`config.mk`:
```
export PLATFORM = sky130hd
export DESIGN_NAME = fifo_with_indexed_discard
export DESIGN_NICKNAME = d
export VERILOG_FILES = /design/src/hw/rtl/fwid_pkg.sv /design/src/hw/rtl/fwid_in_stage.sv /design/src/hw/rtl/fwid_core.sv /design/src/hw/rtl/fifo_with_indexed_discard.sv
export VERILOG_INCLUDE_DIRS = /design/src /design/src/hw/rtl
export SDC_FILE = /design/constraint.sdc
export NUM_CORES = 1
export LEC_CHECK = 0
export BUFFER_PORTS_ARGS = -buffer_cell sky130_fd_sc_hd__buf_2
export CAP_MARGIN = 20
export CORE_UTILIZATION = 30
export CTS_CLUSTER_SIZE = 12
export DETAILED_ROUTE_END_ITERATION = 10
export PLACE_DENSITY = 0.57
export SYNTH_ARGS = -nofsm -noshare
export SYNTH_HDL_FRONTEND = slang
export SYNTH_SLANG_ARGS = --single-unit
```
`constraint.sdc`:
```
create_clock -name clk -period 4.35 [get_ports clk]
set_input_delay 0.435 -clock clk [delete_from_list [all_inputs] [get_ports clk]]
set_output_delay 0.435 -clock clk [all_outputs]
set_load 0.005 [all_outputs]
```
`src/hw/rtl/fifo_with_indexed_discard_defines.svh`:
```
// assertion macros for the fifo with indexed discard
`ifndef FIFO_WITH_INDEXED_DISCARD_DEFINES_SVH
`define FIFO_WITH_INDEXED_DISCARD_DEFINES_SVH

// checked only out of reset
`define FWID_ASSERT_RST(lbl, prop, msg) \
    lbl: assert property (@(posedge clk) disable iff (!rst_n) prop) else $error(msg);

// checked at every edge, reset included
`define FWID_ASSERT_ALWAYS(lbl, prop, msg) \
    lbl: assert property (@(posedge clk) prop) else $error(msg);

`endif

```
`src/hw/rtl/fwid_pkg.sv`:
```
// package: types, codes and sizes of the fifo with indexed discard
`timescale 1ns / 1ps
`default_nettype none

package fwid_pkg;

    localparam int DEPTH   = 16;
    localparam int ELEM_W  = 32;
    localparam int FUNC_W  = 2;
    localparam int POS_W   = 4;
    localparam int COUNT_W = 5;
    localparam int ERR_W   = 2;
    localparam int OCC_W   = $clog2(DEPTH + 1);
    localparam int CMP_W   = (OCC_W > POS_W) ? OCC_W : POS_W;
    localparam int IN_DATA_W  = ((ELEM_W + POS_W + 7) / 8) * 8;
    localparam int OUT_RAW_W  = ELEM_W + COUNT_W + 1 + ERR_W;
    localparam int OUT_DATA_W = ((OUT_RAW_W + 7) / 8) * 8;
    localparam int IN_USER_W  = FUNC_W;

    localparam logic [FUNC_W-1:0] FUNC_ENQ     = 2'd0;
    localparam logic [FUNC_W-1:0] FUNC_DEQ     = 2'd1;
    localparam logic [FUNC_W-1:0] FUNC_DISCARD = 2'd2;

    localparam logic [ERR_W-1:0] ERR_OK    = 2'd0;
    localparam logic [ERR_W-1:0] ERR_FULL  = 2'd1;
    localparam logic [ERR_W-1:0] ERR_EMPTY = 2'd2;
    localparam logic [ERR_W-1:0] ERR_RANGE = 2'd3;

    typedef struct packed {
        logic [FUNC_W-1:0]        func;
        logic signed [ELEM_W-1:0] elem;
        logic [POS_W-1:0]         position;
    } op_t;

    typedef struct packed {
        logic signed [ELEM_W-1:0] head_elem;
        logic [COUNT_W-1:0]       count;
        logic                     is_empty;
        logic [ERR_W-1:0]         error;
    } res_t;

endpackage

`default_nettype wire

```
`src/hw/rtl/fwid_in_stage.sv`:
```
// input register: unpacks a slave beat and holds it until the core takes it
`timescale 1ns / 1ps
`default_nettype none

module fwid_in_stage (
    input  wire logic                            clk,
    input  wire logic                            rst_n,
    input  wire logic                            s_tvalid,
    output logic                                 s_tready,
    input  wire logic [fwid_pkg::IN_DATA_W-1:0]  s_tdata,  // elem, position, zero pad
    input  wire logic [fwid_pkg::IN_USER_W-1:0]  s_tuser,  // func
    input  wire logic                            take,
    output logic                                 op_valid,
    output fwid_pkg::op_t                        op
);
    import fwid_pkg::*;

    logic in_valid_reg;
    logic in_valid_next;
    op_t  op_reg;
    op_t  op_next;
    logic accept;

    assign s_tready = !in_valid_reg || take;
    assign accept   = s_tvalid && s_tready;

    always_comb
    begin
        in_valid_next = in_valid_reg;
        if (accept)
        begin
            in_valid_next = 1'b1;
        end
        else if (take)
        begin
            in_valid_next = 1'b0;
        end
    end

    always_comb
    begin
        op_next = op_reg;
        if (accept)
        begin
            op_next.func     = s_tuser[FUNC_W-1:0];
            op_next.elem     = s_tdata[ELEM_W-1:0];
            op_next.position = s_tdata[ELEM_W +: POS_W];
        end
    end

    always_ff @(posedge clk or negedge rst_n)
    begin
        if (!rst_n)
        begin
            in_valid_reg <= 1'b0;
        end
        else
        begin
            in_valid_reg <= in_valid_next;
        end
    end

    always_ff @(posedge clk)
    begin
        op_reg <= op_next;
    end

    assign op_valid = in_valid_reg;
    assign op       = op_reg;

endmodule

`default_nettype wire

```
`src/hw/rtl/fwid_core.sv`:
```
// queue storage: compacted slot row, occupancy and the per-beat result
`timescale 1ns / 1ps
`default_nettype none

module fwid_core (
    input  wire logic          clk,
    input  wire logic          rst_n,
    input  wire logic          take,
    input  wire fwid_pkg::op_t op,
    output fwid_pkg::res_t     res
);
    import fwid_pkg::*;

    logic signed [ELEM_W-1:0] slot_reg  [DEPTH];
    logic signed [ELEM_W-1:0] slot_next [DEPTH];
    logic [OCC_W-1:0]         occ_reg;
    logic [OCC_W-1:0]         occ_next;
    logic                     do_enq;
    logic                     do_remove;
    logic [CMP_W-1:0]         rm_pos;
    logic [ERR_W-1:0]         err;

    // decode the operation against the current fill
    always_comb
    begin
        do_enq    = 1'b0;
        do_remove = 1'b0;
        rm_pos    = '0;
        err       = ERR_OK;
        unique case (op.func)
            FUNC_ENQ:
            begin
                if (occ_reg == OCC_W'(DEPTH))
                begin
                    err = ERR_FULL;
                end
                else
                begin
                    do_enq = 1'b1;
                end
            end
            FUNC_DEQ:
            begin
                if (occ_reg == '0)
                begin
                    err = ERR_EMPTY;
                end
                else
                begin
                    do_remove = 1'b1;
                end
            end
            FUNC_DISCARD:
            begin
                if (CMP_W'(op.position) >= CMP_W'(occ_reg))
                begin
                    err = ERR_RANGE;
                end
                else
                begin
                    do_remove = 1'b1;
                    rm_pos    = CMP_W'(op.position);
                end
            end
            default:
            begin
                err = ERR_OK;
            end
        endcase
    end

    // each slot either takes the new tail, closes up from its neighbour or holds
    always_comb
    begin
        for (int i = 0; i < DEPTH; i++)
        begin
            slot_next[i] = slot_reg[i];
            if (do_enq && (CMP_W'(i) == CMP_W'(occ_reg)))
            begin
                slot_next[i] = op.elem;
            end
            else if (do_remove && (CMP_W'(i) >= rm_pos) && (i + 1 < DEPTH))
            begin
                slot_next[i] = slot_reg[(i + 1) % DEPTH];
            end
        end
    end

    always_comb
    begin
        occ_next = occ_reg;
        if (do_enq)
        begin
            occ_next = occ_reg + OCC_W'(1);
        end
        else if (do_remove)
        begin
            occ_next = occ_reg - OCC_W'(1);
        end
    end

    always_ff @(posedge clk or negedge rst_n)
    begin
        if (!rst_n)
        begin
            occ_reg <= '0;
        end
        else if (take)
        begin
            occ_reg <= occ_next;
        end
    end

    always_ff @(posedge clk)
    begin
        if (take)
        begin
            for (int i = 0; i < DEPTH; i++)
            begin
                slot_reg[i] <= slot_next[i];
            end
        end
    end

    always_comb
    begin
        res.head_elem = (occ_next != '0) ? slot_next[0] : '0;
        res.count     = COUNT_W'(occ_next);
        res.is_empty  = (occ_next == '0);
        res.error     = err;
    end

endmodule

`default_nettype wire

```
`src/hw/rtl/fifo_with_indexed_discard.sv`:
```
// Bounded FIFO of signed 32-bit elements with enqueue, dequeue and discard at
// a position counted from the head; the entries behind a removed one close up
// so order is kept. Every slave beat gives exactly one master beat carrying the
// head element (zero when empty), the count, an empty flag and an error code
// (full on enqueue, empty on dequeue, position out of range); a failed
// operation leaves the queue untouched and an unused func code only reports
// status. One beat is taken per clock while the master side does not stall:
// the slot row is a register array that appends, removes the head or
// compacts around any position in one combinational update. An accepted
// beat reaches the master side through the input register, which feeds the
// result register through that update. While the master side stalls, one
// beat waits in each register and s_tready drops until the result beat
// leaves. The queue is empty after reset; no clearing pass is needed.
`timescale 1ns / 1ps
`default_nettype none

module fifo_with_indexed_discard (
    input  wire logic                             clk,
    input  wire logic                             rst_n,
    input  wire logic                             s_tvalid,
    output logic                                  s_tready,
    input  wire logic [fwid_pkg::IN_DATA_W-1:0]   s_tdata,  // elem, position, zero pad
    input  wire logic [fwid_pkg::IN_USER_W-1:0]   s_tuser,  // func
    output logic                                  m_tvalid,
    input  wire logic                             m_tready,
    output logic [fwid_pkg::OUT_DATA_W-1:0]       m_tdata   // head_elem, count, is_empty, error
);
    import fwid_pkg::*;

    `include "fifo_with_indexed_discard_defines.svh"

    logic op_valid;
    op_t  op;
    res_t res;
    logic take;
    logic m_valid_reg;
    logic m_valid_next;
    res_t m_res_reg;
    res_t m_res_next;

    // the result register frees up when empty or when its beat leaves
    assign take = op_valid && (!m_valid_reg || m_tready);

    fwid_in_stage u_in_stage (
        .clk      (clk),
        .rst_n    (rst_n),
        .s_tvalid (s_tvalid),
        .s_tready (s_tready),
        .s_tdata  (s_tdata),
        .s_tuser  (s_tuser),
        .take     (take),
        .op_valid (op_valid),
        .op       (op)
    );

    fwid_core u_core (
        .clk   (clk),
        .rst_n (rst_n),
        .take  (take),
        .op    (op),
        .res   (res)
    );

    always_comb
    begin
        m_valid_next = m_valid_reg && !m_tready;
        m_res_next   = m_res_reg;
        if (take)
        begin
            m_valid_next = 1'b1;
            m_res_next   = res;
        end
    end

    always_ff @(posedge clk or negedge rst_n)
    begin
        if (!rst_n)
        begin
            m_valid_reg <= 1'b0;
        end
        else
        begin
            m_valid_reg <= m_valid_next;
        end
    end

    always_ff @(posedge clk)
    begin
        m_res_reg <= m_res_next;
    end

    assign m_tvalid = m_valid_reg;
    assign m_tdata  = OUT_DATA_W'({m_res_reg.error, m_res_reg.is_empty,
                                   m_res_reg.count, m_res_reg.head_elem});

    `FWID_ASSERT_RST(a_empty_head_zero, (m_valid_reg && m_res_reg.is_empty) |-> (m_res_reg.head_elem == '0 && m_res_reg.count == '0), "empty result with nonzero head or count")
    `FWID_ASSERT_RST(a_full_err_count, (m_valid_reg && m_res_reg.error == ERR_FULL) |-> (m_res_reg.count == COUNT_W'(DEPTH)), "full error below depth")
    `FWID_ASSERT_RST(a_empty_err_flag, (m_valid_reg && m_res_reg.error == ERR_EMPTY) |-> m_res_reg.is_empty, "empty error on a non-empty queue")
    `FWID_ASSERT_ALWAYS(a_no_take_in_reset, !rst_n |=> !m_valid_reg, "result valid during reset")

endmodule

`default_nettype wire

```
==> metrics.md <==
| Metric | Value |
|---|---|
| Number of clock buffers inserted by TritonCTS | `68` |
| Design area | `0.02977 mm^2` |
| Cell Area, Placed | `roughly 0.027 mm^2` |
| Gr ovfl total | `0` |
| Worst Hold Path EP | `u_in_stage.op[13]` |
| Max Cap Viol | `0` |
| Final worst setup slack | `0.6186 ns` |
| Final Wtd Congestion | `approximately 0.8` |
| Core Area | `roughly 0.084 mm^2` |
| Crit end category | `register` |
| Worst-Margin Slew | `1.066 ns` |
| Clock skew | `0.01683 ns` |
| Clock power share | `0.382` |
| Critical path startpoint category | `register` |
| Max Fanout on Critical Path | `23` |
| Syn Inst Count | `~1400` |
| Routed len/inst | `around 20 um` |
| Row count | `106` |
| WS Path Type | `register to register` |
| Clock Tree Root | `clkbuf_16` |
| Final ANT Viol Nets | `0` |
| Ys async rst share | `0.01173` |
| Hold path depth | `1` |
| First-pass GRT wire length | `82100 um` |
| Power Density | `approximately 490 mW/mm^2` |
| Highest ir drop seen on vdd | `0.0002268 V` |
| Worst hold path class | `input port to register` |
| Syn Nets | `1503` |
| Critical path origin | `u_core.occ_reg[0]` |
| F_max | `roughly 270 MHz` |
| Worst slew margin | `0.2867` |
| Fill cells | `7874` |
| Reg2reg path depth | `9` |
| Share of layout cells above drive strength 1 | `0.4321` |
| Synthesized area per cell | `17.53 um^2` |
| GR Util All Layers | `0.1255` |
| Clock Pin Slew Worst Setup and Hold Paths | `about 0.06 ns` |
| Ys Warns | `0` |
| CTS tree | `built` |
| Reg2reg end | `m_tdata[5]` |
| Post-DP HPWL | `31710 um` |
| Clock Sinks | `597` |
| P_sw | `3.541 mW` |
| Register area | `0.01789 mm^2` |
| H-tree depth | `3` |
| Tot Pwr | `14.58 mW` |
| Most frequent cells in the layout | `edfxtp_1 (590), mux2_2 (449), buf_2 (83), clkbuf_16 (70), a21oi_1 (44)` |
| Area of the multi-input gates | `about 0.007 mm^2` |
| Unrepaired setup endpoints after global routing | `no` |
| Synth unique cells | `46` |
| Status | `completed` |
| Buffers on Ports | `83` |
| Internal | `~11 mW` |
| CP arrival | `about 4 ns` |
| DRC | `0` |
| Reg2Reg Setup Slack | `0.62 ns` |
| First DRT Iteration DRCs | `837` |
| Leakage power | `a little under 10 nW` |
| Initial core utilization | `0.3027` |
| Via count | `12910` |
| Vias in the first global route | `13490` |
| Tcrit/Tclk final | `0.8578` |
| Post-CTS sizing | `0` |
| Most common cell after layout, fill and taps aside | `edfxtp_1` |
| Worst-Skew Late Latency | `0.60 ns` |
| Sw Ratio | `0.2428` |
| Final setup vio count | `0` |
| P&R area growth vs syn | `17.71%` |
| Max-slew violations | `0` |
| Die height | `a little under 300 um` |
| Final std cells w/o fill | `about 2700` |
| Fin. Hold Viols | `0` |
| Max FFs per register | `512` |
| Post-layout util | `0.3563` |
| First-pass DRT Iterations | `5` |
| Most common flop cell mapped by yosys | `edfxtp_1` |
| Pre-CTS WS | `approximately 0.66 ns` |
| Part of the power in registers | `0.498` |
| FF+latch count, synth | `597` |
| Initial antenna violation count | `1` |
| Sequential area share after synthesis | `0.7074` |
| Total Wirelength | `roughly 54000 um` |
| Post-synth EDFFs | `roughly 600` |
| Die W | `292.4 um` |
| DP Cell Count | `between 2000 and 3000` |
| Post-route minimum period | `about 3.7 ns` |
| Mapped Area | `0.02529 mm^2` |
| Die Area | `roughly 0.085 mm^2` |
| Vias per cell | `4.793` |
| Combinational Power Share | `0.120` |
| ANT cells | `0` |
| WP data required | `4.63 ns` |
| Post-layout nets | `~1600` |
| R2r startpoint | `u_core.occ_reg[0]` |
| CTS Buffer Depth | `3` |
| Pin count of the biggest net entering global routing | `97` |
| Ports | `88` |
| Worst hold path startpoint | `s_tdata[9]` |
## routing by layer
metal | global-route usage | vias up | share of wire
met5 | 0 | - | 0
met1 | 0.1684 | 6638 | 0.47
met2 | 0.2017 | 268 | 0.46
met4 | 0.04354 | 0 | 0.029
met3 | 0.02550 | 90 | 0.040
li1 | - | 5912 | -
## synth_stat cells (all sizes together) (3+ instances only)
master | instances | share of area
a211oi | 35 | 0.010
dfrtp | 7 | 0.0069
buf | 17 | 0.0039
nand2 | 20 | 0.0033
o21ai | 8 | 0.0016
ha | 14 | 0.0069
and2 | 5 | 0.0012
inv | 12 | 0.0018
a21oi | 56 | 0.011
o211ai | 10 | 0.0030
nor2 | 45 | 0.0067
edfxtp | 590 | 0.70
nand2b | 3 | 0.00074
mux2i | 34 | 0.013
nand3 | 12 | 0.0024
and3 | 10 | 0.0025
mux2 | 449 | 0.20
clkbuf | 87 | 0.013
## layout make-up
type                            instances  area share
Multi-Input combinational cell        730      0.2405
Timing Repair Buffer                  156     0.03958
Clock buffer                           84     0.06060
Tap cell                             1080     0.04538
Clock inverter                         34     0.01147
Sequential cell                       597      0.6009
Inverter                               12    0.001597
## timing repair
| item | 4_1_cts | 5_1_grt |
|---|---|---|
| hold buffers | 33 | 0 |
| buffers inserted | 0 | 0 |
| endpoints found under the hold margin | 39 | 0 |
## through the flow
stage	setup TNS, ns	hold WS [ns]
after detailed placement	0	0.2945
after CTS	0	0.004578
final	0	0.03616
after global routing	0	0.01251
after global placement	0	0.2882
after floorplan	-5.578	0.1394
## critical path: stages, from the launching register on
cell and delay (ns):
dfrtp_1 0.48, inv_1 0.20, ha_1 0.32, or4b_4 0.54, a32oi_4 0.34, nand2_4 0.16, or4_4 0.46, a2111oi_4 0.37
buf_4 0.40, a211oi_1 0.10
## worst max path at each step
| stage | to | cells past startpoint |
|---|---|---|
| 3_3_place_gp | m_tdata[7] | 9 |
| 3_5_place_dp | m_tdata[5] | 9 |
| 6_report | m_tdata[5] | 9 |
| 4_1_cts | m_tdata[5] | 9 |
| 2_1_floorplan | u_core.slot_reg[1][160] | 9 |
| 5_1_grt | m_tdata[6] | 9 |
## power by group through the flow
stage / sequential [mW] / combinational [mW] / clock, mW
2_1_floorplan: 7.25 / 1.20 / 0
3_3_place_gp: 7.37 / 1.70 / 0
5_1_grt: 7.32 / 1.91 / 5.95
3_5_place_dp: 7.38 / 1.74 / 0
6_report: 7.26 / 1.75 / 5.57
4_1_cts: 7.27 / 1.77 / 5.76
## logic make-up after synthesis
kind of cell,share of synthesized area
fa+ha+maj,0.006925
compound gates,0.03215
mux,0.2133
simple gates,0.02097
flops,0.7074
xor+xnor,0.0006926
buf+inv,0.01855
Note: power is estimated with default switching activity, not from simulation.
